`src/rtl/dlmtf_pkg.sv`:
```
// Shared types, widths and constants for the diffraction-limited MTF pipeline.
// Used by the division, square-root and CORDIC cells and by the top level.
package dlmtf_pkg;

    localparam int FREQ_W       = 32;
    localparam int CUT_W        = 31;
    localparam int MTF_W        = 18;
    localparam int GQ_W         = 30;   // Q0.30 normalized frequency
    localparam int SQ_W         = 31;   // Q0.30 complement root, up to 1.0
    localparam int RAD_W        = 61;   // radicand 2^60 - gq^2
    localparam int XY_W         = 33;
    localparam int Z_W          = 33;
    localparam int DIV_STEPS    = 30;
    localparam int SQRT_STEPS   = 31;
    localparam int CORDIC_STEPS = 31;
    localparam logic [31:0] TWO_OVER_PI_Q32 = 32'd2734261102;

    typedef struct packed {
        logic vld;
        logic neg;
        logic zero;   // at or past the band edge, or zero cutoff: result forced to 0
    } side_t;

    typedef logic signed [XY_W-1:0] xy_t;

    function automatic logic [Z_W-1:0] atan_entry(input int idx);
        logic [Z_W-1:0] r;
        case (idx)
            0:  r = 33'd843314856;
            1:  r = 33'd497837829;
            2:  r = 33'd263043836;
            3:  r = 33'd133525158;
            4:  r = 33'd67021686;
            5:  r = 33'd33543515;
            6:  r = 33'd16775850;
            7:  r = 33'd8388437;
            8:  r = 33'd4194282;
            9:  r = 33'd2097149;
            10: r = 33'd1048575;
            11: r = 33'd524287;
            12: r = 33'd262143;
            13: r = 33'd131071;
            14: r = 33'd65535;
            15: r = 33'd32767;
            16: r = 33'd16383;
            17: r = 33'd8191;
            18: r = 33'd4095;
            19: r = 33'd2047;
            20: r = 33'd1023;
            21: r = 33'd511;
            22: r = 33'd255;
            23: r = 33'd127;
            24: r = 33'd63;
            25: r = 33'd31;
            26: r = 33'd15;
            27: r = 33'd8;
            28: r = 33'd4;
            29: r = 33'd2;
            30: r = 33'd1;
            default: r = '0;
        endcase
        return r;
    endfunction

    // Shift toward zero: negative values shift their magnitude.
    function automatic xy_t shr_sym(input xy_t v, input int s);
        xy_t m;
        m = -v;
        return v[XY_W-1] ? -(xy_t'(m >> s)) : xy_t'(v >> s);
    endfunction

endpackage

```
`src/rtl/dlmtf_cordic_cell.sv`:
```
// One CORDIC vectoring rotation; STEP selects shift and arctangent entry.
// Depends on dlmtf_pkg.
module dlmtf_cordic_cell
    import dlmtf_pkg::*;
#(
    parameter int STEP = 0
)
(
    input  logic            clk,
    input  logic            rst_n,
    input  logic            en,
    input  side_t           side_in,
    input  xy_t             x_in,
    input  xy_t             y_in,
    input  logic [Z_W-1:0]  z_in,
    input  logic [SQ_W-1:0] gs_in,
    output side_t           side_reg,
    output xy_t             x_reg,
    output xy_t             y_reg,
    output logic [Z_W-1:0]  z_reg,
    output logic [SQ_W-1:0] gs_reg
);

    localparam logic [Z_W-1:0] ANGLE = atan_entry(STEP);

    xy_t            dx;
    xy_t            dy;
    xy_t            x_next;
    xy_t            y_next;
    logic [Z_W-1:0] z_next;

    always_comb
    begin
        dx = shr_sym(y_in, STEP);
        dy = shr_sym(x_in, STEP);
        if (!y_in[XY_W-1])
        begin
            x_next = x_in + dx;
            y_next = y_in - dy;
            z_next = z_in + ANGLE;
        end
        else
        begin
            x_next = x_in - dx;
            y_next = y_in + dy;
            z_next = z_in - ANGLE;
        end
    end

    always_ff @(posedge clk or negedge rst_n)
    begin
        if (!rst_n)
        begin
            side_reg <= '0;
        end
        else if (en)
        begin
            side_reg <= side_in;
        end
    end

    always_ff @(posedge clk)
    begin
        if (en)
        begin
            x_reg  <= x_next;
            y_reg  <= y_next;
            z_reg  <= z_next;
            gs_reg <= gs_in;
        end
    end

endmodule

```
`config.mk`:
```
export PLATFORM = sky130hd
export DESIGN_NAME = dlmtf_cordic_cell
export DESIGN_NICKNAME = d
export VERILOG_FILES = /design/src/rtl/dlmtf_pkg.sv /design/src/rtl/dlmtf_cordic_cell.sv
export SDC_FILE = /design/constraint.sdc
export NUM_CORES = 1
export LEC_CHECK = 0
export BUFFER_PORTS_ARGS = -buffer_cell sky130_fd_sc_hd__buf_2
export CORE_ASPECT_RATIO = 1.1
export CORE_MARGIN = 2
export CORE_UTILIZATION = 55
export CTS_BUF_LIST = sky130_fd_sc_hd__clkbuf_8 sky130_fd_sc_hd__clkbuf_16
export DETAILED_ROUTE_END_ITERATION = 7
export PLACE_DENSITY = 0.83
export SETUP_SLACK_MARGIN = 0.3
export SYNTH_ARGS = -nofsm -noshare
export SYNTH_HDL_FRONTEND = slang
export SYNTH_SLANG_ARGS = --single-unit
```
`constraint.sdc`:
```
create_clock -name clk -period 0.9 [get_ports clk]
set_input_delay 0.09 -clock clk [delete_from_list [all_inputs] [get_ports clk]]
set_output_delay 0.09 -clock clk [all_outputs]
set_load 0.05 [all_outputs]
```
==> flow_summary.json, run 1 <==
{
  "status": "aborted with a tool error",
  "lastStage": "global routing",
  "stop_error": "[ERROR GRT-0116] Global routing finished with congestion. Check the congestion regions in the DRC Viewer.",
  "die_height_um": 147.9,
  "synth.most_common_cell": "edfxtp_1",
  "syn_nets": 1297,
  "netlist_top_cells_area": "edfxtp_1 37%, ha_1 11%, xnor2_1 8.5%",
  "grt_use_total_pct": 69.96,
  "grt_pass1_wl_um": 103900,
  "gp_congestion": 0.9038,
  "synth_cell_types": 68,
  "synth_cells": 1063,
  "synth_seq_area_share_pct": 38.17,
  "grt_max_degree": 34,
  "grt_pass1_vias": 16740,
  "cts-htree-levels": 4,
  "std_cell_rows": 52,
  "synth_common_cells": "129 x edfxtp_1, 122 x a21oi_1, 100 x xnor2_1",
  "place_hpwl_um": 28690,
  "yosysTopAreaCellShare_pct": 37.44,
  "ys.flop_type": "edfxtp_1",
  "start_util_pct": 56.19,
  "yosysTopAreaCell": "edfxtp_1",
  "yosysWarnings": 0,
  "ys_seq_elements": 132,
  "cts_root_buffer": "clkbuf_16",
  "synth.cell_area_um2": 10350,
  "avgSynthCellArea_um2": 9.733,
  "async_flop_share_pct": 2.273,
  "synth-edff-count": 129,
  "ios": 269,
  "grt_overflow": 10,
  "cts_buffer_depth": 2,
  "numCtsBuffers": 17,
  "io_buffers": 268,
  "die_width_um": 134.8,
  "cts_num_sinks": 132
}
## kinds of logic after synthesis
| group | after synthesis | synth area share (%) |
|---|---|---|
| adders and majority gates | 98 | 12.07 |
| muxes | 5 | 0.5321 |
| xor gates and xnor gates | 146 | 12.43 |
| AOI/OAI and AO/OA | 341 | 20.82 |
| buffers and inverters | 70 | 2.588 |
| DFF | 132 | 38.17 |
| and+or+nand+nor | 271 | 13.39 |
## metal layers
metal / global-route usage, % / GRT overflow
met5: 15.40 / 1
met4: 68.21 / 3
met3: 47.84 / 0
met2: 90.89 / 6
met1: 71.51 / 0
## metrics by stage
step           area (um2)  cells  hold slack, ns  setup slack (ns)
3_3_place_gp        15350   1932         -0.1152            -2.684
4_1_cts             17820   2056         -0.1084            -2.297
3_5_place_dp        15350   1932         -0.1113            -2.797
2_1_floorplan       10890   1063         -0.2056            -2.446
## repair_timing
| action | 4_1_cts |
|---|---|
| pin swaps | 130 |
| buffers inserted | 57 |
| endpoints found under the hold margin | 42 |
| endpoints found under the setup margin | 229 |
| resized for setup | 257 |
| hold buffers | 35 |
==> inputs of run 2 (changes only) <==
==> config.mk (replaced) <==
export PLATFORM = sky130hd
export DESIGN_NAME = dlmtf_cordic_cell
export DESIGN_NICKNAME = d
export VERILOG_FILES = /design/src/rtl/dlmtf_pkg.sv /design/src/rtl/dlmtf_cordic_cell.sv
export SDC_FILE = /design/constraint.sdc
export NUM_CORES = 1
export LEC_CHECK = 0
export BUFFER_PORTS_ARGS = -buffer_cell sky130_fd_sc_hd__buf_2
export CORE_MARGIN = 2
export CORE_UTILIZATION = 40
export DETAILED_ROUTE_END_ITERATION = 7
export PLACE_DENSITY_LB_ADDON = 0.15
export SYNTH_ARGS = -nofsm -noshare
export SYNTH_HDL_FRONTEND = slang
export SYNTH_SLANG_ARGS = --single-unit
==> run 2 against run 1 <==
The flow now finishes, with violations (negative setup slack). Synthesized area stayed put. Synthesized cell count stayed put.
==> flow_summary.json, run 2 <==
{
  "die_height_um": 164.8,
  "final_core_util_pct": 75.31,
  "grt_overflow": 0,
  "power_mw": 33.29,
  "grt_pass1_vias": 11220,
  "design_area_um2": 19020,
  "wl_per_cell_um": 18.25,
  "synth.most_common_cell": "edfxtp_1",
  "tns_ns": -161.43,
  "grt_use_total_pct": 26.76,
  "insertion_delay_ns": 0.42,
  "failed_checks": "negative setup slack",
  "antenna_found_initial": 3,
  "first_pass_iters": 5,
  "p_leak_nw": 8.535,
  "start_util_pct": 40.97,
  "avgSynthCellArea_um2": 9.733,
  "worstPathMaxFanout": 4,
  "yosysTopAreaCell": "edfxtp_1",
  "clkTransAtPathRegs_ns": 0.06,
  "hold_viol": 0,
  "hold_path_class": "primary input to flop",
  "io_buffers": 268,
  "min_path_cells": 3,
  "start_kind": "primary input",
  "netlist_top_cells_area": "edfxtp_1 37%, ha_1 11%, xnor2_1 8.5%",
  "finalNonFillerCells": 2164,
  "yosysWarnings": 0,
  "place_hpwl_um": 26460,
  "post-route-period-util_pct": 361.0,
  "period_minus_slack_ns": 3.249,
  "syn_nets": 1297,
  "synth_cell_types": 68,
  "cts_root_buffer": "clkbuf_16",
  "clock_skew_ns": 0,
  "cts_num_sinks": 132,
  "ys.flop_type": "edfxtp_1",
  "synth_cells": 1063,
  "r2r-start": "side_reg[1]",
  "rsz0062_at_grt": "yes",
  "critPathRequiredTime_ns": 1.07,
  "r2r_slack_ns": 0.09,
  "dp_slack_ns": -2.775,
  "drtIter0Drc": 559,
  "nFillCells": 1675,
  "register_area_um2": 3953,
  "grt_pass1_wl_um": 57000,
  "grt_max_degree": 40,
  "ios": 269,
  "finalMaxSlewViolations": 0,
  "cts-htree-levels": 4,
  "synth_common_cells": "129 x edfxtp_1, 122 x a21oi_1, 100 x xnor2_1",
  "setup_viol": 226,
  "synth_seq_area_share_pct": 38.17,
  "status": "complete, but fails checks",
  "vias_per_cell": 5.279,
  "drc": 0,
  "reg2reg_depth": 1,
  "post_dp_cell_area_um2": 15510,
  "die_width_um": 164.8,
  "setup_ws_ns": -2.349,
  "ant_nets": 0,
  "crit_type": "primary input to flop",
  "multi_input_area_um2": 7525,
  "async_flop_share_pct": 2.273,
  "clock.fmax_mhz": 307.8,
  "slew_headroom_pct": 68.17,
  "worstReg2RegEnd": "side_reg[1]",
  "cts_buffer_depth": 2,
  "synth-edff-count": 129,
  "place_inst": 2028,
  "ys_seq_elements": 132,
  "holdPathEnd": "z_reg[32]",
  "yosysTopAreaCellShare_pct": 37.44,
  "nets": 2051,
  "wirelength_um": 39500,
  "vias": 11420,
  "cts_tree": "yes",
  "numCtsBuffers": 17,
  "cp.arrival_ns": 3.42,
  "most-common-layout-cells": "403 x buf_4, 187 x buf_6, 129 x edfxtp_1, 125 x buf_2, 87 x xnor2_1",
  "endpoint_kind": "flop",
  "synth.cell_area_um2": 10350,
  "coreArea_um2": 25250,
  "whs_ns": 0.07381,
  "powerDensity_nw_per_um2": 1750,
  "layout-drive-gt1-share_pct": 55.19,
  "dieArea_um2": 27170,
  "cap_violations": 0,
  "ir_worst_vdd_v": 0.001210,
  "gp_congestion": 0.9361,
  "hp-start": "z_in[32]",
  "std_cell_rows": 58,
  "final_common_cell": "buf_4",
  "worst_slew_pin_slew_ns": 0.4730,
  "areaGrowthSynthToFinish_pct": 83.83
}
## run 2: cell counts after synthesis
Identical to the previous run, type by type.
## run 2: cell type report
type | count | share of cell area (%)
Timing Repair Buffer | 767 | 33.60
Clock buffer | 18 | 2.256
Sequential cell | 132 | 20.78
Multi-Input combinational cell | 861 | 39.56
Inverter | 38 | 0.9013
Clock inverter | 14 | 0.6776
Antenna cell | 4 | 0.05263
Tap cell | 330 | 2.171
## run 2: logic make-up after synthesis
kind of cell               count (synthesis)  share of synthesized area, %
adders and majority gates                 98                         12.07
DFF                                      132                         38.17
and+or+nand+nor                          271                         13.39
AOI/OAI and AO/OA                        341                         20.82
muxes                                      5                        0.5321
buffers and inverters                     70                         2.588
xor gates and xnor gates                 146                         12.43
## run 2: per-layer routing
| layer | global-route usage [%] | vias to the layer above | share of wire (%) |
|---|---|---|---|
| met4 | 7.391 | 0 | 2.4 |
| met5 | 0 | - | 0 |
| met3 | 3.491 | 73 | 5.4 |
| li1 | - | 5480 | - |
| met1 | 34.20 | 5452 | 43 |
| met2 | 47.45 | 419 | 49 |
## run 2: report_power, final
part	switching (mW)	internal (mW)	leakage [nW]	total [mW]
Combinational	9.65	8.02	6.98	17.7
Clock	3.05	3.83	0.257	6.88
Sequential	0.557	8.19	1.29	8.75
Total	13.3	20.0	8.53	33.3
## run 2: repair_timing
item                                    CTS  global route
endpoints found under the setup margin  226           226
gates cloned                              1             0
pin swaps                                98           104
endpoints found under the hold margin    41             0
gates resized for setup                 413           140
buffers inserted                         39            30
hold buffers                             40             0
## run 2: worst max-delay path by stage
stage	startpoint	end	slack [ns]	cells after the start
after floorplan	x_in[1]	y_reg[19]	-2.45	16
after global placement	x_in[1]	y_reg[27]	-2.75	17
after detailed placement	x_in[1]	y_reg[31]	-2.77	16
after CTS	x_in[1]	y_reg[25]	-2.28	17
after global routing	x_in[0]	y_reg[17]	-2.50	18
final	x_in[0]	y_reg[17]	-2.35	18
## run 2: worst max-delay path, cell delays in order
cell,delay (ns)
buf_6,0.11
inv_8,0.05
ha_4,0.11
or3b_4,0.38
or3_4,0.40
and2_4,0.15
xor2_1,0.14
ha_1,0.33
nand2_2,0.07
or3_4,0.39
o21ai_2,0.21
a221o_1,0.30
buf_4,0.15
buf_4,0.10
nand2_1,0.04
o21ai_1,0.16
a21oi_2,0.08
xnor2_1,0.14
No activity file was read; power rests on OpenSTA's default activity.
==> inputs of run 3 (changes only) <==
--- a/config.mk
+++ b/config.mk
@@ -5,6 +5,7 @@
 export SDC_FILE = /design/constraint.sdc
 export NUM_CORES = 1
 export LEC_CHECK = 0
+export ABC_AREA = 1
 export BUFFER_PORTS_ARGS = -buffer_cell sky130_fd_sc_hd__buf_2
 export CORE_MARGIN = 2
 export CORE_UTILIZATION = 40
==> run 3 against run 2 <==
The run still ends with negative setup slack left. Via count up 35%. Count of clock-buffer cells in the layout down 1. Maximum frequency up 39%. Global-route usage up 4.0 points. Total power up 10%. Design area up 25%. Utilization up 4.6 points. Largest cell class unchanged.
==> flow_summary.json, run 3 <==
{
  "ios": 269,
  "clkTransAtPathRegs_ns": 0.07,
  "nFillCells": 1842,
  "std_cell_rows": 63,
  "insertion_delay_ns": 0.44,
  "cts_tree": "yes",
  "setup_viol": 226,
  "synth_seq_area_share_pct": 32.38,
  "synth_compound_area_share_pct": 8.556,
  "avgSynthCellArea_um2": 6.970,
  "whs_ns": 0.07237,
  "dieArea_um2": 31910,
  "clock.fmax_mhz": 428.7,
  "yosysTopAreaCellShare_pct": 31.76,
  "switchingPower_mw": 15.88,
  "slew_headroom_pct": 75.68,
  "critPathRequiredTime_ns": 1.10,
  "die_width_um": 178.6,
  "failed_checks": "negative setup slack",
  "cts_root_buffer": "clkbuf_16",
  "wl_per_cell_um": 19.60,
  "synth_cells": 1750,
  "post-route-period-util_pct": 259.2,
  "synth-xor-area-share_pct": 7.181,
  "synth_common_cells": "559 x nand2_1, 281 x inv_1, 168 x nor2_1",
  "cap_violations": 0,
  "place_hpwl_um": 37260,
  "synth_top_family_by_area": "simple AND/OR/NAND/NOR gates",
  "dp_slack_ns": -1.920,
  "status": "complete, but fails checks",
  "design_area_um2": 23800,
  "start_util_pct": 40.93,
  "first_pass_iters": 6,
  "async_flop_share_pct": 2.273,
  "vias_per_cell": 5.215,
  "drc": 0,
  "areaGrowthSynthToFinish_pct": 95.14,
  "crit_type": "primary input to flop",
  "p_leak_nw": 11.47,
  "grt_pass1_wl_um": 74650,
  "drtIter0Drc": 1225,
  "vias": 15470,
  "post_dp_cell_area_um2": 17690,
  "muxShareOfSynthArea_pct": 0.2770,
  "grt_use_total_pct": 30.77,
  "period_minus_slack_ns": 2.333,
  "die_height_um": 178.6,
  "power_mw": 36.72,
  "grt_max_degree": 39,
  "endpoint_kind": "flop",
  "ir_worst_vdd_v": 0.001151,
  "finalNonFillerCells": 2966,
  "start_kind": "primary input",
  "ys.flop_type": "edfxtp_1",
  "syn_nets": 1984,
  "final_core_util_pct": 79.88,
  "cp.arrival_ns": 2.53,
  "cts_num_sinks": 132,
  "nets": 2789,
  "comb_power_share_pct": 56.3,
  "yosysWarnings": 0,
  "cts-htree-levels": 4,
  "io_buffers": 268,
  "ys_seq_elements": 132,
  "numCtsBuffers": 17,
  "powerDensity_nw_per_um2": 1543,
  "internal-power_mw": 20.85,
  "reg2reg_depth": 1,
  "min_path_cells": 2,
  "tns_ns": -128.88,
  "synth.cell_area_um2": 12200,
  "most-common-layout-cells": "382 x buf_4, 324 x nand2_1, 220 x buf_6, 219 x inv_1, 178 x nand2_2",
  "hold_viol": 0,
  "pwr-share-seq_pct": 23.3,
  "cts_buffer_depth": 2,
  "rsz0062_at_grt": "yes",
  "worst_slew_pin_slew_ns": 0.3634,
  "hold_path_class": "primary input to flop",
  "wirelength_um": 58120,
  "yosys.area_share.adder_pct": 10.24,
  "gp_congestion": 0.9905,
  "yosysTopAreaCell": "edfxtp_1",
  "finalMaxSlewViolations": 0,
  "worstPathMaxFanout": 4,
  "setup_ws_ns": -1.433,
  "antenna_found_initial": 9,
  "synth_cell_types": 40,
  "synth.most_common_cell": "nand2_1",
  "synth-simple-area-share_pct": 32.07,
  "final_common_cell": "buf_4",
  "layout-drive-gt1-share_pct": 59.19,
  "place_inst": 2782,
  "synth-edff-count": 129,
  "coreArea_um2": 29800,
  "netlist_top_cells_area": "edfxtp_1 32%, nand2_1 17%, ha_1 9.7%",
  "grt_overflow": 0,
  "pwr-share-clk_pct": 20.4,
  "p_sw_share_pct": 43.23,
  "clock_skew_ns": 0,
  "grt_pass1_vias": 14300,
  "ant_nets": 0
}
## run 3: cell types whose count changed in the layout (fill, tap and decap cells not counted), sizes merged, moves of 25 or more
| cell | previous run | this run |
|---|---|---|
| nand3 | 17 | 111 |
| inv | 41 | 292 |
| nand2 | 52 | 581 |
| xnor2 | 100 | 15 |
| nor2 | 92 | 192 |
| buf | 726 | 751 |
| xor2 | 46 | 85 |
| a21o | 59 | 4 |
## run 3: worst paths after layout
check	start	end	slack [ns]
min reg2reg	side_reg[0]	side_reg[0]	0.54
max	x_in[0]	y_reg[30]	-1.43
min in group asynchronous	rst_n	side_reg[1]	0.55
min	en	side_reg[1]	0.07
max in group asynchronous	rst_n	side_reg[0]	0.15
max reg2reg	side_reg[2]	side_reg[2]	0.04
## run 3: logic make-up after synthesis
| logic type | Yosys count |
|---|---|
| mux | 3 |
| compound gates | 190 |
| flops | 132 |
| buf+inv | 297 |
| xor+xnor | 100 |
| fa+ha+maj | 98 |
| simple gates | 930 |
## run 3: routing by layer
| metal | part of all wire [%] | vias up | global-route usage [%] |
|---|---|---|---|
| met1 | 42 | 7360 | 42.57 |
| li1 | - | 7200 | - |
| met4 | 4.1 | 2 | 9.790 |
| met2 | 48 | 725 | 50.10 |
| met3 | 6.6 | 182 | 3.538 |
| met5 | 0.028 | - | 0 |
## run 3: critical path: stages
cell     delay, ns
buf_8         0.11
inv_8         0.05
buf_12        0.09
buf_4         0.10
nand4_1       0.17
nor2_2        0.23
a21oi_2       0.11
xor2_2        0.23
ha_4          0.33
nand2_2       0.07
buf_4         0.14
nor2_4        0.15
and2_4        0.17
nand2_1       0.07
nand2_2       0.15
nand2_1       0.09
nand3_1       0.10
nand2_1       0.07
## run 3: power groups by stage
stage / registers (mW) / clock network [mW] / logic (mW)
4_1_cts: 8.34 / 7.40 / 17.1
3_3_place_gp: 8.40 / 0 / 14.4
3_5_place_dp: 8.41 / 0 / 14.5
6_report: 8.57 / 7.48 / 20.7
2_1_floorplan: 11.8 / 0 / 5.66
5_1_grt: 8.66 / 7.62 / 21.7
## run 3: cell type report
| class | count | area [um2] | area share (%) |
|---|---|---|---|
| Antenna cell | 8 | 20.02 | 0.08411 |
| Clock buffer | 17 | 425.4 | 1.787 |
| Clock inverter | 15 | 153.9 | 0.6466 |
| Inverter | 289 | 1170 | 4.915 |
| Multi-Input combinational cell | 1321 | 10710 | 44.99 |
| Sequential cell | 132 | 3953 | 16.61 |
| Tap cell | 390 | 488.0 | 2.050 |
| Timing Repair Buffer | 793 | 6867 | 28.85 |
| Timing Repair inverter | 1 | 16.27 | 0.06834 |
## run 3: repair_timing
| action | 4_1_cts | 5_1_grt |
|---|---|---|
| cloned | 3 | 0 |
| buffers inserted | 69 | 51 |
| hold buffers | 41 | 0 |
| resized for setup | 513 | 738 |
| pin swaps | 250 | 291 |
| endpoints found under the setup margin | 226 | 226 |
| endpoints found under the hold margin | 42 | 0 |
