--- src/rtl/dlmtf_pkg.sv ---
// Shared types, widths and constants for the diffraction-limited MTF pipeline.
// Used by the division, square-root and CORDIC cells and by the top level.
package dlmtf_pkg;

    localparam int FREQ_W       = 32;
    localparam int CUT_W        = 31;
    localparam int MTF_W        = 18;
    localparam int GQ_W         = 30;   // Q0.30 normalized frequency
    localparam int SQ_W         = 31;   // Q0.30 complement root, up to 1.0
    localparam int RAD_W        = 61;   // radicand 2^60 - gq^2
    localparam int XY_W         = 33;
    localparam int Z_W          = 33;
    localparam int DIV_STEPS    = 30;
    localparam int SQRT_STEPS   = 31;
    localparam int CORDIC_STEPS = 31;
    localparam logic [31:0] TWO_OVER_PI_Q32 = 32'd2734261102;

    typedef struct packed {
        logic vld;
        logic neg;
        logic zero;   // at or past the band edge, or zero cutoff: result forced to 0
    } side_t;

    typedef logic signed [XY_W-1:0] xy_t;

    function automatic logic [Z_W-1:0] atan_entry(input int idx);
        logic [Z_W-1:0] r;
        case (idx)
            0:  r = 33'd843314856;
            1:  r = 33'd497837829;
            2:  r = 33'd263043836;
            3:  r = 33'd133525158;
            4:  r = 33'd67021686;
            5:  r = 33'd33543515;
            6:  r = 33'd16775850;
            7:  r = 33'd8388437;
            8:  r = 33'd4194282;
            9:  r = 33'd2097149;
            10: r = 33'd1048575;
            11: r = 33'd524287;
            12: r = 33'd262143;
            13: r = 33'd131071;
            14: r = 33'd65535;
            15: r = 33'd32767;
            16: r = 33'd16383;
            17: r = 33'd8191;
            18: r = 33'd4095;
            19: r = 33'd2047;
            20: r = 33'd1023;
            21: r = 33'd511;
            22: r = 33'd255;
            23: r = 33'd127;
            24: r = 33'd63;
            25: r = 33'd31;
            26: r = 33'd15;
            27: r = 33'd8;
            28: r = 33'd4;
            29: r = 33'd2;
            30: r = 33'd1;
            default: r = '0;
        endcase
        return r;
    endfunction

    // Shift toward zero: negative values shift their magnitude.
    function automatic xy_t shr_sym(input xy_t v, input int s);
        xy_t m;
        m = -v;
        return v[XY_W-1] ? -(xy_t'(m >> s)) : xy_t'(v >> s);
    endfunction

endpackage

--- src/rtl/dlmtf_sqrt_cell.sv ---
// One digit of an integer square root; BIT is the root bit this cell decides.
// Depends on dlmtf_pkg.
module dlmtf_sqrt_cell
    import dlmtf_pkg::*;
#(
    parameter int BIT = 0
)
(
    input  logic             clk,
    input  logic             rst_n,
    input  logic             en,
    input  side_t            side_in,
    input  logic [RAD_W-1:0] rem_in,
    input  logic [SQ_W-1:0]  root_in,
    input  logic [GQ_W-1:0]  gq_in,
    output side_t            side_reg,
    output logic [RAD_W-1:0] rem_reg,
    output logic [SQ_W-1:0]  root_reg,
    output logic [GQ_W-1:0]  gq_reg
);

    logic [RAD_W:0]   trial;
    logic             take;
    logic [RAD_W:0]   diff;
    logic [RAD_W-1:0] rem_next;
    logic [SQ_W-1:0]  root_next;

    // (q + 2^b)^2 - q^2 = q*2^(b+1) + 2^(2b)
    always_comb
    begin
        trial     = ((RAD_W+1)'(root_in) << (BIT + 1)) + ((RAD_W+1)'(1) << (2 * BIT));
        take      = {1'b0, rem_in} >= trial;
        diff      = {1'b0, rem_in} - trial;
        rem_next  = take ? diff[RAD_W-1:0] : rem_in;
        root_next = take ? (root_in | (SQ_W'(1) << BIT)) : root_in;
    end

    always_ff @(posedge clk or negedge rst_n)
    begin
        if (!rst_n)
        begin
            side_reg <= '0;
        end
        else if (en)
        begin
            side_reg <= side_in;
        end
    end

    always_ff @(posedge clk)
    begin
        if (en)
        begin
            rem_reg  <= rem_next;
            root_reg <= root_next;
            gq_reg   <= gq_in;
        end
    end

endmodule

--- config.mk ---
export PLATFORM = sky130hd
export DESIGN_NAME = dlmtf_sqrt_cell
export DESIGN_NICKNAME = d
export VERILOG_FILES = /design/src/rtl/dlmtf_pkg.sv /design/src/rtl/dlmtf_sqrt_cell.sv
export SDC_FILE = /design/constraint.sdc
export NUM_CORES = 1
export LEC_CHECK = 0
export BUFFER_PORTS_ARGS = -buffer_cell sky130_fd_sc_hd__buf_4
export CORE_AREA = 2 2 171 173
export DETAILED_ROUTE_END_ITERATION = 10
export DIE_AREA = 0 0 173 175
export HOLD_SLACK_MARGIN = 0.03
export MAX_ROUTING_LAYER = met4
export SLEW_MARGIN = 20
export SYNTH_ARGS = -nofsm -noshare
export SYNTH_HDL_FRONTEND = slang
export SYNTH_SLANG_ARGS = --single-unit
--- constraint.sdc ---
create_clock -name clk -period 1.8 [get_ports clk]
set_input_delay 0.18 -clock clk [delete_from_list [all_inputs] [get_ports clk]]
set_output_delay 0.18 -clock clk [all_outputs]
set_load 0.05 [all_outputs]
# [Yosys cells after proc, flatten, opt, wreduce, memory -nomap -nowiden]
# Index checks and enable logic that the tools add are counted.
[word_totals] ff_bits=125 in_bits=128 out_inout_bits=125 word_cells=11
[classes] add_sub_neg=2 order_cmp=1 n_mux=1
[ops] operator="61-bit by 33-bit greater-or-equal comparator with 1-bit output" count=1
[ops] operator="61-bit two-way mux" count=1
[ops] operator="61-bit by 33-bit subtractor with 61-bit output" count=1
[ops] operator="32-bit by 1-bit adder with 33-bit output, second input constant" count=1

# [Logic depth before layout (Yosys ltp)]
# Gate-level depths: netlist of run 1.
[logic_depth] depth_word=3 depth_mapped=13 ltp_nobuf=11

# [Worst setup path before layout of run 1]
# No wires, ideal clock.
[synth_timing] path_type="input-to-reg" from="in root_in[29]" to="reg rem_reg[35] (data pin)" setup_time_ns=0.267 arrival_ns=2.493 required_time_ns=1.533 setup_slack_ns=-0.960 stages=11 path_buffers=2 path_cell_list="inv_1 -> ha_1 -> clkbuf_1 -> nand3_1 -> or2_2 -> nor4_1 -> nor4b_2 -> o21bai_4 -> buf_6 -> nor4b_2 -> xor2_1"
[synth_via] elab_chain_len=3 word_cells_on_any_way=4 classes_between="add/sub: 2; order compare: 1; mux: 1"
[synth_lines] element="start: declaration" line="dlmtf_sqrt_cell.sv:14" text="input logic [SQ_W-1:0] root_in,"
[synth_lines] element="32-bit by 1-bit adder with 33-bit output (*)" line="dlmtf_sqrt_cell.sv:31" text="trial = ((RAD_W+1)'(root_in) << (BIT + 1)) + ((RAD_W+1)'(1) << (2 * BIT));"
[synth_lines] element="61-bit by 33-bit subtractor with 61-bit output / 61-bit by 33-bit greater-or-equal comparator with 1-bit output (equally long branches)" line="dlmtf_sqrt_cell.sv:33, dlmtf_sqrt_cell.sv:32"
[synth_lines] element="61-bit two-way mux (*)" line="dlmtf_sqrt_cell.sv:34" text="rem_next = take ? diff[RAD_W-1:0] : rem_in;"
[synth_lines] element="net rem_next[35]" line="dlmtf_sqrt_cell.sv:25" text="logic [RAD_W-1:0] rem_next;"
[synth_lines] element="end signal: assignment" line="dlmtf_sqrt_cell.sv:54" text="rem_reg <= rem_next;"
[synth_lines] element="end: declaration" line="dlmtf_sqrt_cell.sv:17" text="output logic [RAD_W-1:0] rem_reg,"
# Mark *: on every way through the listed nets, which the timed path passes. The rest lies on a longest branch.
# A chain may end at the register's enable or synchronous reset.

# [Final worst setup path of run 1]
[layout_timing] from="in rem_in[55]" to="reg rem_reg[22] (data pin)"
[layout_via] elab_chain_len=2
[layout_lines] element="start: declaration" line="dlmtf_sqrt_cell.sv:13" text="input logic [RAD_W-1:0] rem_in,"
[layout_lines] element="61-bit by 33-bit greater-or-equal comparator with 1-bit output" line="dlmtf_sqrt_cell.sv:32" text="take = {1'b0, rem_in} >= trial;"
[layout_lines] element="61-bit two-way mux" line="dlmtf_sqrt_cell.sv:34"
[layout_lines] element="net rem_next[22]" line="dlmtf_sqrt_cell.sv:25"
# The timed path passes the listed nets, and every way through them passes these cells.

==> results.py, run 1 <==
metrics = {
    "timing": {
        "final_max_slew_viol_count": 0,
        "timing.setup.tns_ns": -31.01,
        "grt_setup_unrepaired": "yes",
        "hold_slack_ns": 0.0526,
        "final.period_utilization_pct": 134,
        "worst_slew_pin_slew_ns": 0.736,
        "maxSlewHeadroom_pct": 50.8,
        "fmax_mhz": 416,
        "finalHoldViolCount": 0,
        "skew_ns": 0,
        "timing.final.crit_period_ns": 2.40,
        "fin_ws_ns": -0.605,
        "report.final.setup_viol": 62,
    },
    "power_and_ir_drop": {
        "ir_worst_vdd_mv": 0.440,
        "total_power_mw": 10.9,
        "power.density_cell_area_mw_per_mm2": 806,
        "leakagePower_nw": 5.61,
    },
    "critical_path": {
        "critical_path.top_delay_family": "simple AND/OR/NAND/NOR gates",
        "master_of_the_slowest_instance_on_the_critical_path": "sky130_fd_sc_hd__or4_4",
        "worstPathRequired_ns": 1.97,
        "slowest_cell_delay_on_critical_path_ns": 0.53,
        "cp-end-kind": "register",
        "critPathMaxFanout": 8,
        "cp_cell_sequence": "buf_6 -> or4_4 -> or4_4 -> nor4_4 -> o21ai_4 -> a21o_4 -> buf_6 -> or2_4 -> clkbuf_16 -> nor2_2 -> a21oi_2",
        "criticalPathCategory": "in -> reg",
        "cp_num_buf_inv": 3,
        "arrival_ns": 2.58,
        "startpoint_type": "input port",
    },
    "yosys": {
        "synthDistinctLibCells": 58,
        "number_of_enable_flip_flop_cells_after_synthesis": 122,
        "ys_async_sr_fraction_pct": 2.40,
        "syn_area_per_cell_um2": 11.0,
        "synthDominantCellAreaShare_pct": 52.3,
        "postSynthNetCount": 797,
        "synth_commonest_cells": "sky130_fd_sc_hd__edfxtp_1 (122), sky130_fd_sc_hd__a21oi_1 (62), sky130_fd_sc_hd__nor2_1 (58), sky130_fd_sc_hd__inv_1 (40), sky130_fd_sc_hd__nand2_1 (36)",
        "yosys_warnings": 0,
        "synth_ff_type": "sky130_fd_sc_hd__edfxtp_1",
        "syn_area_mm2": 0.00700,
        "syn-instance-count": 636,
        "yosys.cell_count.top_type": "sky130_fd_sc_hd__edfxtp_1",
        "ys_seq_elements": 125,
        "synthTopCellsByArea": "sky130_fd_sc_hd__edfxtp_1 (52%), sky130_fd_sc_hd__ha_1 (5.7%), sky130_fd_sc_hd__a21oi_1 (4.4%)",
        "yosysSeqAreaShare_pct": 53.4,
        "netlist.top_cell.by_area": "sky130_fd_sc_hd__edfxtp_1",
    },
    "status": {
        "run_status": "finished, violations left",
        "failed_checks": "negative setup slack",
    },
    "cts": {
        "cts_tree": "done",
        "max-clock-path-buffers": 2,
        "clock-root-buffer": "sky130_fd_sc_hd__clkbuf_16",
        "clkSlewWorstSetupHoldPaths_ns": 0.06,
        "deepest_level_of_the_cts_h_tree": 4,
        "tritoncts.num_buffers": 17,
        "clock_insertion_delay_worst_skew_ns": 0.42,
        "clock_sinks": 125,
    },
    "route": {
        "routed_via_density": 4.54,
        "drt_first_pass_iters": 4,
        "detail_route.drc_violations": 0,
        "wirelength_um": 27400,
        "detailedRoute.firstIterationViolations": 369,
        "num_vias": 7122,
        "ant_nets": 0,
        "wire_per_inst_um": 17.4,
    },
    "floorplan": {
        "dieHeight_um": 175,
        "fp.dieW_um": 173,
        "design.die.area_mm2": 0.0303,
        "starting_density_of_the_core_pct": 24.7,
        "boundaryPins": 253,
        "fp-row-count": 62,
        "placeableCoreArea_mm2": 0.0284,
    },
    "grt": {
        "grt_remaining_overflow": 0,
        "use_met1_pct": 20.8,
        "number_of_antenna_violations_at_the_first_check_in_global_routing": 1,
        "global_route.usage.total_pct": 17.8,
        "grt_first_pass_wirelength_um": 40400,
        "grt_start_max_net_pins": 51,
        "grt_busiest_layer": "met2",
        "grt_util_met2_pct": 29.5,
        "grt_use_met3_pct": 4.18,
        "vias_in_the_first_global_route": 7416,
    },
    "min_path": {
        "hp-class": "in -> reg",
    },
    "cells_and_area": {
        "nNetsFinal": 1333,
        "stdcell_count": 1570,
        "fraction_of_final_layout_cells_sized_beyond_drive_strength_1_pct": 55.6,
        "finish.instance_area_mm2": 0.0136,
        "layout.core_utilization_pct": 47.8,
        "areaGrowthSynthToFinish_pct": 93.9,
        "final.fill_count": 2553,
        "largest_register_ff_count": 61,
    },
    "place": {
        "dp_hpwl_um": 19500,
        "io_buffers": 252,
        "place.detailed.instances": 1446,
        "placement.setup.worst_slack_ns": -1.20,
        "dpl_cell_area_mm2": 0.0109,
        "gp_congestion": 0.846,
    },
    "flow_run": {
        "cap_viol_max_count": 0,
    },
}
==> cell usage in the layout (no fill, tap or decap), types with 6 or more instances in the layout <==
master and count:
sky130_fd_sc_hd__xnor2_1 23, sky130_fd_sc_hd__o21ai_0 16, sky130_fd_sc_hd__edfxtp_1 122, sky130_fd_sc_hd__a21o_1 6, sky130_fd_sc_hd__xor2_1 32, sky130_fd_sc_hd__nor3_1 11, sky130_fd_sc_hd__nor4_1 10, sky130_fd_sc_hd__dlygate4sd3_1 65
sky130_fd_sc_hd__ha_1 11, sky130_fd_sc_hd__nand2_1 36, sky130_fd_sc_hd__nand4_1 20, sky130_fd_sc_hd__nor4_4 11, sky130_fd_sc_hd__buf_4 434, sky130_fd_sc_hd__o21bai_1 7, sky130_fd_sc_hd__o211ai_1 10, sky130_fd_sc_hd__o21ai_1 9
sky130_fd_sc_hd__ha_4 21, sky130_fd_sc_hd__nor3_4 7, sky130_fd_sc_hd__nor2_1 31, sky130_fd_sc_hd__buf_6 22, sky130_fd_sc_hd__clkbuf_16 20, sky130_fd_sc_hd__nand2b_1 7, sky130_fd_sc_hd__a21oi_2 32, sky130_fd_sc_hd__buf_12 8
sky130_fd_sc_hd__nand3_1 11, sky130_fd_sc_hd__a21oi_1 25, sky130_fd_sc_hd__nor2_4 23, sky130_fd_sc_hd__inv_1 33
==> cell families (layout without fill, tap and decap cells) <==
logic type	Yosys count	after routing	share of synthesized area, %
AO/OA/AOI/OAI	149	149	13.6
buffers and inverters	61	610	3.57
other	0	1	0
flip-flops	125	125	53.4
XOR/XNOR	57	57	7.13
multiplexers	3	3	0.483
adder cells (fa/ha/maj)	33	33	6.01
AND/OR/NAND/NOR	208	208	15.8
==> what timing repair did <==
item / CTS / global route
endpoints found under the hold margin: 66 / 1
setup buffers: 17 / 17
setup endpoints to repair: 62 / 62
hold buffers: 64 / 1
pin swaps: 35 / 42
cloned: 2 / 3
resized for setup: 129 / 108
==> path summary, 6_finish.rpt <==
check                             from     endpoint  slack (ns)  depth (start not counted)
min in group asynchronous        rst_n  side_reg[2]        0.09                          2
max in group asynchronous        rst_n  side_reg[0]        1.62                          2
setup reg to reg           side_reg[1]  side_reg[1]        1.05                          1
setup / recovery            rem_in[55]  rem_reg[22]       -0.60                         11
hold reg to reg            side_reg[2]  side_reg[2]        0.51                          1
hold / removal               rem_in[4]   rem_reg[4]        0.05                          3
==> metal layers <==
| layer | share of wire, % | vias to the layer above |
|---|---|---|
| li1 | - | 3463 |
| met1 | 42 | 3392 |
| met2 | 50 | 226 |
| met3 | 5.4 | 41 |
| met4 | 2.9 | 0 |
| met5 | 0 | - |
==> area by class of cell <==
| type | count | area (µm²) | share of cell area (%) |
|---|---|---|---|
| Timing Repair Buffer | 538 | 4510 | 33.2 |
| Multi-Input combinational cell | 450 | 4090 | 30.1 |
| Sequential cell | 125 | 3740 | 27.5 |
| Tap cell | 384 | 480 | 3.54 |
| Clock buffer | 17 | 425 | 3.13 |
| Clock inverter | 15 | 169 | 1.24 |
| Inverter | 40 | 163 | 1.20 |
| Antenna cell | 1 | 2.50 | 0.0184 |
==> where the power goes <==
part           switching (mW)  internal, mW
Sequential             0.0935          3.56
Combinational            2.20          1.55
Clock                    1.38          2.17
No activity file was read; power rests on OpenSTA's default activity.
==> run 2, diff against run 1 <==
Settings changed: CORE_AREA 2 2 171 173 to 2 2 122 242, DIE_AREA 0 0 173 175 to 0 0 124 244.
==> run 2 against run 1 <==
Against the previous run: the flow still finishes with violations (negative setup slack); non-clock buffer count increased by 20; sequential cell count unchanged; sequential power about the same; clock-buffer cell count increased by 3; critical path depth decreased by 1; sequential share of layout area increased by 0.086 points; global-route usage increased by 2.0 points; first-iteration DRC count decreased by 31%.
==> results.py, run 2 (synthesis results as in run 1) <==
metrics = {
    "place": {
        "io_buffers": 252,
        "dpl_cell_area_mm2": 0.0111,
        "dp_hpwl_um": 22700,
        "place.detailed.instances": 1443,
        "gp_congestion": 0.929,
    },
    "critical_path": {
        "worst-path-stages": 10,
        "startpoint_type": "input port",
        "cp-end-kind": "register",
        "rr_endpoint": "side_reg[1]",
        "slowest_cell_delay_on_critical_path_ns": 0.56,
        "timing.rr.start": "side_reg[1]",
        "criticalPathCategory": "in -> reg",
        "master_of_the_slowest_instance_on_the_critical_path": "sky130_fd_sc_hd__or4_4",
        "arrival_ns": 2.62,
        "setup.reg_to_reg.worst_slack_ns": 1.04,
        "r2r.worst_path.cells": 1,
        "critical_path.top_delay_family": "simple AND/OR/NAND/NOR gates",
        "critPathMaxFanout": 8,
        "worstPathRequired_ns": 1.98,
        "cp_num_buf_inv": 2,
        "cp_cell_sequence": "buf_6 -> or4_4 -> or3_4 -> or3_4 -> o21ai_4 -> a21o_4 -> o21bai_4 -> buf_6 -> a311oi_2 -> xor2_1",
    },
    "cells_and_area": {
        "largest_register_ff_count": 61,
        "nNetsFinal": 1354,
        "final.fill_count": 2634,
        "sequential_cell_area_mm2": 0.00374,
        "mostFrequentLayoutCells": "sky130_fd_sc_hd__buf_4 (462), sky130_fd_sc_hd__edfxtp_1 (122), sky130_fd_sc_hd__dlygate4sd3_1 (65)",
        "multi_input_area_mm2": 0.00392,
        "layout.cells.most_common": "sky130_fd_sc_hd__buf_4",
        "fraction_of_final_layout_cells_sized_beyond_drive_strength_1_pct": 55.9,
        "layout.core_utilization_pct": 47.8,
        "finish.instance_area_mm2": 0.0135,
        "stdcell_count": 1563,
        "areaGrowthSynthToFinish_pct": 93.3,
    },
    "cts": {
        "clkSlewWorstSetupHoldPaths_ns": 0.06,
        "deepest_level_of_the_cts_h_tree": 4,
        "clock_sinks": 125,
        "clock_insertion_delay_worst_skew_ns": 0.43,
        "clock-root-buffer": "sky130_fd_sc_hd__clkbuf_16",
        "max-clock-path-buffers": 2,
        "tritoncts.num_buffers": 17,
        "cts_tree": "done",
    },
    "power_and_ir_drop": {
        "p_clk_share_pct": 33.8,
        "p_seq_share_pct": 32.7,
        "power.share.switching_pct": 32.6,
        "power_report.internal_total_mw": 7.53,
        "netSwitchingPower_mw": 3.64,
        "combinationalPowerShare_pct": 33.5,
        "total_power_mw": 11.2,
        "power.density_cell_area_mw_per_mm2": 826,
        "leakagePower_nw": 5.71,
        "ir_worst_vdd_mv": 0.637,
    },
    "timing": {
        "maxSlewHeadroom_pct": 63.5,
        "grt_setup_unrepaired": "yes",
        "final_max_slew_viol_count": 0,
        "final.period_utilization_pct": 135,
        "report.final.setup_viol": 62,
        "finalHoldViolCount": 0,
        "fin_ws_ns": -0.639,
        "timing.setup.tns_ns": -32.84,
        "skew_ns": 0,
        "fmax_mhz": 410,
        "timing.final.crit_period_ns": 2.44,
        "worst_slew_pin_slew_ns": 0.542,
    },
    "route": {
        "ant_nets": 0,
        "detail_route.drc_violations": 0,
        "detailedRoute.firstIterationViolations": 253,
        "routed_via_density": 4.67,
        "wirelength_um": 29700,
        "num_vias": 7300,
        "wire_per_inst_um": 19.0,
        "drt_first_pass_iters": 4,
    },
    "grt": {
        "global_route.usage.total_pct": 19.8,
        "number_of_antenna_violations_at_the_first_check_in_global_routing": 1,
        "grt_start_max_net_pins": 35,
        "vias_in_the_first_global_route": 7864,
        "grt_remaining_overflow": 0,
        "grt_first_pass_wirelength_um": 42400,
    },
    "min_path": {
        "min_delay_path_depth": 3,
        "hp-class": "in -> reg",
        "min_from": "rem_in[18]",
        "hold_end": "rem_reg[18]",
    },
    "floorplan": {
        "boundaryPins": 253,
        "design.die.area_mm2": 0.0303,
        "fp-row-count": 87,
        "fp.dieW_um": 124,
        "starting_density_of_the_core_pct": 24.7,
        "placeableCoreArea_mm2": 0.0283,
        "dieHeight_um": 244,
    },
    "status": {
        "run_status": "finished, violations left",
        "failed_checks": "negative setup slack",
    },
    "flow_run": {
        "cap_viol_max_count": 0,
    },
}
-- run 2: power by group through the flow --
stage | logic [mW] | clock network, mW | registers [mW]
after floorplan | 0.758 | 0 | 4.75
after global placement | 3.37 | 0 | 3.71
after detailed placement | 3.38 | 0 | 3.72
after CTS | 3.64 | 3.87 | 3.66
after global routing | 3.94 | 3.94 | 3.68
final | 3.75 | 3.77 | 3.66
-- run 2: layer usage --
layer  GRT usage [%]  routed length [µm]  up-vias
li1                -                   -     3492
met1            16.0                9060     3526
met2            39.4               17700      214
met3            3.87                1300       68
met4            10.8                1620        0
met5               -                   0        -
-- run 2: stage by stage --
step,worst slack [ns],hold slack [ns]
global placement,-1.21,-0.0304
CTS,-0.583,0.0338
global route,-0.700,0.0372
finish,-0.639,0.0445
floorplan,-0.827,-0.116
detailed placement,-1.25,-0.0272
-- run 2: worst min-delay path, stage by stage --
cell                      delay [ns]
sky130_fd_sc_hd__buf_4          0.10
sky130_fd_sc_hd__nand2_2        0.05
sky130_fd_sc_hd__o21ai_2        0.04
-- run 2: worst max path at each step --
stage	startpoint	to	slack (ns)
after global routing	rem_in[35]	rem_reg[47]	-0.70
after CTS	rem_in[55]	rem_reg[58]	-0.58
final	rem_in[35]	rem_reg[58]	-0.64
after detailed placement	rem_in[3]	rem_reg[36]	-1.25
after global placement	root_in[2]	rem_reg[36]	-1.21
after floorplan	rem_in[35]	rem_reg[32]	-0.83
-- run 2: area by class of cell --
| type | instances | share of cell area, % |
|---|---|---|
| Sequential cell | 125 | 27.6 |
| Clock buffer | 20 | 3.23 |
| Timing Repair Buffer | 558 | 34.3 |
| Antenna cell | 1 | 0.0185 |
| Inverter | 40 | 1.16 |
| Multi-Input combinational cell | 451 | 29.0 |
| Tap cell | 356 | 3.29 |
| Clock inverter | 12 | 1.43 |
-- run 2: repair_timing --
| item | CTS | global route |
|---|---|---|
| cloned | 4 | 3 |
| pin swaps | 30 | 27 |
| hold buffers | 65 | 0 |
| endpoints found under the hold margin | 67 | 0 |
| endpoints found under the setup margin | 62 | 62 |
| resized for setup | 123 | 85 |
| buffers inserted | 11 | 7 |
==> run 3, diff against run 2 <==
Settings changed: CORE_AREA 2 2 122 242 to 2 2 84 167, DIE_AREA 0 0 124 244 to 0 0 86 169, PLACE_DENSITY from default to 0.84.
==> run 3 against run 2 <==
Against the previous run: the run now fails in global routing; area after synthesis stayed put; synthesized cell count unchanged.
==> results.py, run 3 <==
metrics = {
    "floorplan": {
        "fp-row-count": 60,
        "boundaryPins": 253,
        "fp.dieW_um": 86,
        "starting_density_of_the_core_pct": 52.7,
        "dieHeight_um": 169,
    },
    "yosys": {
        "syn-instance-count": 636,
        "syn_area_per_cell_um2": 11.0,
        "ys_async_sr_fraction_pct": 2.40,
        "synthDistinctLibCells": 58,
        "yosysSeqAreaShare_pct": 53.4,
        "postSynthNetCount": 797,
        "yosys_warnings": 0,
        "ys_seq_elements": 125,
        "synth_commonest_cells": "sky130_fd_sc_hd__edfxtp_1 (122), sky130_fd_sc_hd__a21oi_1 (62), sky130_fd_sc_hd__nor2_1 (58), sky130_fd_sc_hd__inv_1 (40), sky130_fd_sc_hd__nand2_1 (36)",
        "netlist.top_cell.by_area": "sky130_fd_sc_hd__edfxtp_1",
        "synth_ff_type": "sky130_fd_sc_hd__edfxtp_1",
        "yosys.cell_count.top_type": "sky130_fd_sc_hd__edfxtp_1",
        "syn_area_mm2": 0.00700,
        "synthDominantCellAreaShare_pct": 52.3,
        "number_of_enable_flip_flop_cells_after_synthesis": 122,
        "synthTopCellsByArea": "sky130_fd_sc_hd__edfxtp_1 (52%), sky130_fd_sc_hd__ha_1 (5.7%), sky130_fd_sc_hd__a21oi_1 (4.4%)",
    },
    "cts": {
        "deepest_level_of_the_cts_h_tree": 4,
        "clock-root-buffer": "sky130_fd_sc_hd__clkbuf_16",
        "tritoncts.num_buffers": 17,
        "clock_sinks": 125,
        "max-clock-path-buffers": 2,
    },
    "status": {
        "error": "[ERROR GRT-0232] Routing congestion too high. Check the congestion heatmap in the GUI.",
        "haltStage": "global routing",
        "run_status": "did not finish",
    },
    "timing": {
        "worstEpCategory": "register input",
        "repair-timing-grt-worst-ep": "rem_reg[50]$_DFFE_PP_/D",
    },
    "place": {
        "dp_hpwl_um": 18200,
        "placement.setup.worst_slack_ns": -1.30,
        "io_buffers": 252,
        "gp_congestion": 0.947,
    },
    "grt": {
        "grt_start_max_net_pins": 44,
        "global_route.usage.total_pct": 104,
        "grt_remaining_overflow": 1461,
    },
}
-- run 3: timing repair --
| action | in CTS |
|---|---|
| gates cloned | 4 |
| gates resized for setup | 130 |
| setup buffers | 24 |
| hold endpoints to repair | 64 |
| pin swaps | 39 |
| setup endpoints to repair | 62 |
| hold buffers | 62 |
-- run 3: stage by stage --
step           instance area, µm²  std cells  util (%)  hold WS (ns)
2_1_floorplan                7160        636         -        -0.116
3_3_place_gp                10700       1220      80.2       -0.0315
3_5_place_dp                10700       1220      80.2       -0.0269
4_1_cts                     12800       1340      96.0        0.0307
-- run 3: metal layers --
layer / global-route usage (%) / GRT overflow
met3: 68.8 / 6
met1: 89.5 / 2
met5: - / -
met2: 139 / 1185
met4: 114 / 268
-- run 3: cells by family after synthesis --
family | Yosys count | synth area share (%)
flip-flops | 125 | 53.4
AO/OA/AOI/OAI | 149 | 13.6
AND/OR/NAND/NOR | 208 | 15.8
adder cells (fa/ha/maj) | 33 | 6.01
multiplexers | 3 | 0.483
buffers and inverters | 61 | 3.57
XOR/XNOR | 57 | 7.13
==> run 4, diff against run 3 <==
Settings changed: CORE_AREA 2 2 84 167 to 2 2 136 138, DIE_AREA 0 0 86 169 to 0 0 138 140, HOLD_SLACK_MARGIN 0.03 to default, MAX_ROUTING_LAYER met4 to default, PLACE_DENSITY 0.84 to default, PLACE_DENSITY_LB_ADDON from default to 0.15.
==> run 4 against run 3 <==
Against the previous run: the flow now finishes, with violations (negative setup slack).
==> results.py, run 4 (synthesis results as in run 1) <==
metrics = {
    "timing": {
        "fin_ws_ns": -0.602,
        "report.final.setup_viol": 62,
        "finalHoldViolCount": 0,
        "worst_slew_pin_slew_ns": 0.492,
        "final.period_utilization_pct": 133,
        "skew_ns": 0,
        "timing.final.crit_period_ns": 2.40,
        "maxSlewHeadroom_pct": 66.9,
        "fmax_mhz": 416,
        "final_max_slew_viol_count": 0,
        "grt_setup_unrepaired": "yes",
    },
    "grt": {
        "grt_first_pass_wirelength_um": 39300,
        "global_route.usage.total_pct": 25.4,
        "vias_in_the_first_global_route": 7802,
        "grt_remaining_overflow": 0,
        "number_of_antenna_violations_at_the_first_check_in_global_routing": 0,
        "grt_start_max_net_pins": 52,
    },
    "power_and_ir_drop": {
        "leakagePower_nw": 5.71,
        "combinationalPowerShare_pct": 34.5,
        "p_clk_share_pct": 32.4,
        "netSwitchingPower_mw": 3.77,
        "p_seq_share_pct": 33.1,
        "power.share.switching_pct": 34.2,
        "ir_worst_vdd_mv": 0.663,
        "power_report.internal_total_mw": 7.25,
        "power.density_cell_area_mw_per_mm2": 813,
    },
    "critical_path": {
        "cp-end-kind": "register",
        "critPathMaxFanout": 18,
        "worstPathRequired_ns": 1.98,
        "criticalPathCategory": "in -> reg",
        "startpoint_type": "input port",
        "arrival_ns": 2.58,
    },
    "cts": {
        "clock_sinks": 125,
        "cts_tree": "done",
        "max-clock-path-buffers": 2,
        "clock_insertion_delay_worst_skew_ns": 0.43,
        "tritoncts.num_buffers": 17,
        "clock-root-buffer": "sky130_fd_sc_hd__clkbuf_16",
        "clkSlewWorstSetupHoldPaths_ns": 0.06,
        "deepest_level_of_the_cts_h_tree": 4,
    },
    "cells_and_area": {
        "layout.core_utilization_pct": 76.3,
        "insertedDiodeCount": 0,
        "mostFrequentLayoutCells": "sky130_fd_sc_hd__buf_4 (456), sky130_fd_sc_hd__edfxtp_1 (122), sky130_fd_sc_hd__dlygate4sd3_1 (64)",
        "layout.cells.most_common": "sky130_fd_sc_hd__buf_4",
        "fraction_of_final_layout_cells_sized_beyond_drive_strength_1_pct": 57.9,
        "areaGrowthSynthToFinish_pct": 93.7,
        "stdcell_count": 1432,
        "largest_register_ff_count": 61,
        "nNetsFinal": 1351,
    },
    "status": {
        "run_status": "finished, violations left",
        "failed_checks": "negative setup slack",
    },
    "place": {
        "place.detailed.instances": 1296,
        "dp_hpwl_um": 17500,
        "gp_congestion": 0.887,
        "io_buffers": 252,
    },
    "route": {
        "wirelength_um": 25700,
        "drt_first_pass_iters": 5,
        "num_vias": 7389,
        "detailedRoute.firstIterationViolations": 320,
        "detail_route.drc_violations": 0,
        "routed_via_density": 5.16,
        "wire_per_inst_um": 18.0,
        "ant_nets": 0,
    },
    "min_path": {
        "hp-class": "in -> reg",
    },
    "flow_run": {
        "cap_viol_max_count": 0,
    },
    "floorplan": {
        "placeableCoreArea_mm2": 0.0178,
        "fp-row-count": 49,
        "design.die.area_mm2": 0.0193,
        "fp.dieW_um": 138,
        "dieHeight_um": 140,
        "boundaryPins": 253,
        "starting_density_of_the_core_pct": 39.4,
    },
}
[run 4: per-layer routing]
metal / vias up / track usage (%) / share of wire (%) / routed length [µm]
met4: 0 / 9.72 / 3.2 / 821
met1: 3582 / 27.6 / 38 / 9890
met2: 249 / 48.0 / 53 / 13700
met3: 60 / 5.88 / 5.1 / 1330
met5: - / 0 / 0 / 0
li1: 3498 / - / - / -
[run 4: metrics by stage]
step                      setup slack [ns]  hold slack (ns)  setup TNS, ns  total power [mW]  cell area [µm²]
final                               -0.602           0.0459         -30.86              11.0            13600
after floorplan                     -0.827           -0.116         -44.90              5.51             7160
after CTS                           -0.562           0.0282         -29.39              10.9            12800
after global routing                -0.663           0.0452         -34.54              11.4            13600
after global placement               -1.43          -0.0331         -66.56              6.91            10800
after detailed placement             -1.47          -0.0302         -69.77              6.95            10800
[run 4: area by class of cell]
cell class                      count  area [µm²]
Timing Repair Buffer              555        4580
Clock buffer                       17         425
Multi-Input combinational cell    451        4200
Fill cell                        1221        4220
Tap cell                          229         287
Clock inverter                     15         176
Inverter                           40         160
Sequential cell                   125        3740
[run 4: power by group through the flow]
stage	Combinational, mW	Sequential [mW]	Clock, mW
after floorplan	0.758	4.75	0
after CTS	3.57	3.65	3.65
final	3.81	3.65	3.57
after global placement	3.21	3.70	0
after global routing	4.01	3.68	3.75
after detailed placement	3.25	3.70	0
[run 4: worst paths after layout]
| kind | depth (start not counted) | to | from | slack (ns) |
|---|---|---|---|---|
| setup / recovery | 11 | rem_reg[5] | rem_in[55] | -0.60 |
| setup reg to reg | 1 | side_reg[0] | side_reg[0] | 1.03 |
| hold reg to reg | 1 | side_reg[2] | side_reg[2] | 0.52 |
| min in group asynchronous | 2 | side_reg[0] | rst_n | 0.08 |
| hold / removal | 3 | rem_reg[18] | rem_in[18] | 0.05 |
| max in group asynchronous | 2 | side_reg[1] | rst_n | 1.63 |
[run 4: repair_timing]
item | CTS | global route
setup buffers | 20 | 20
cloned | 1 | 3
pin swaps | 46 | 63
hold buffers | 64 | 0
endpoints found under the hold margin | 66 | 0
endpoints found under the setup margin | 62 | 62
resized for setup | 125 | 120
[run 4: critical path, cell delays in order]
cell and delay (ns):
sky130_fd_sc_hd__buf_6 0.09, sky130_fd_sc_hd__or4_4 0.56, sky130_fd_sc_hd__or4_4 0.45, sky130_fd_sc_hd__nor4_4 0.20, sky130_fd_sc_hd__o21ai_4 0.10, sky130_fd_sc_hd__a21o_4 0.23, sky130_fd_sc_hd__buf_6 0.13, sky130_fd_sc_hd__or2_4 0.32
sky130_fd_sc_hd__buf_12 0.18, sky130_fd_sc_hd__nor2_2 0.08, sky130_fd_sc_hd__a21oi_1 0.05
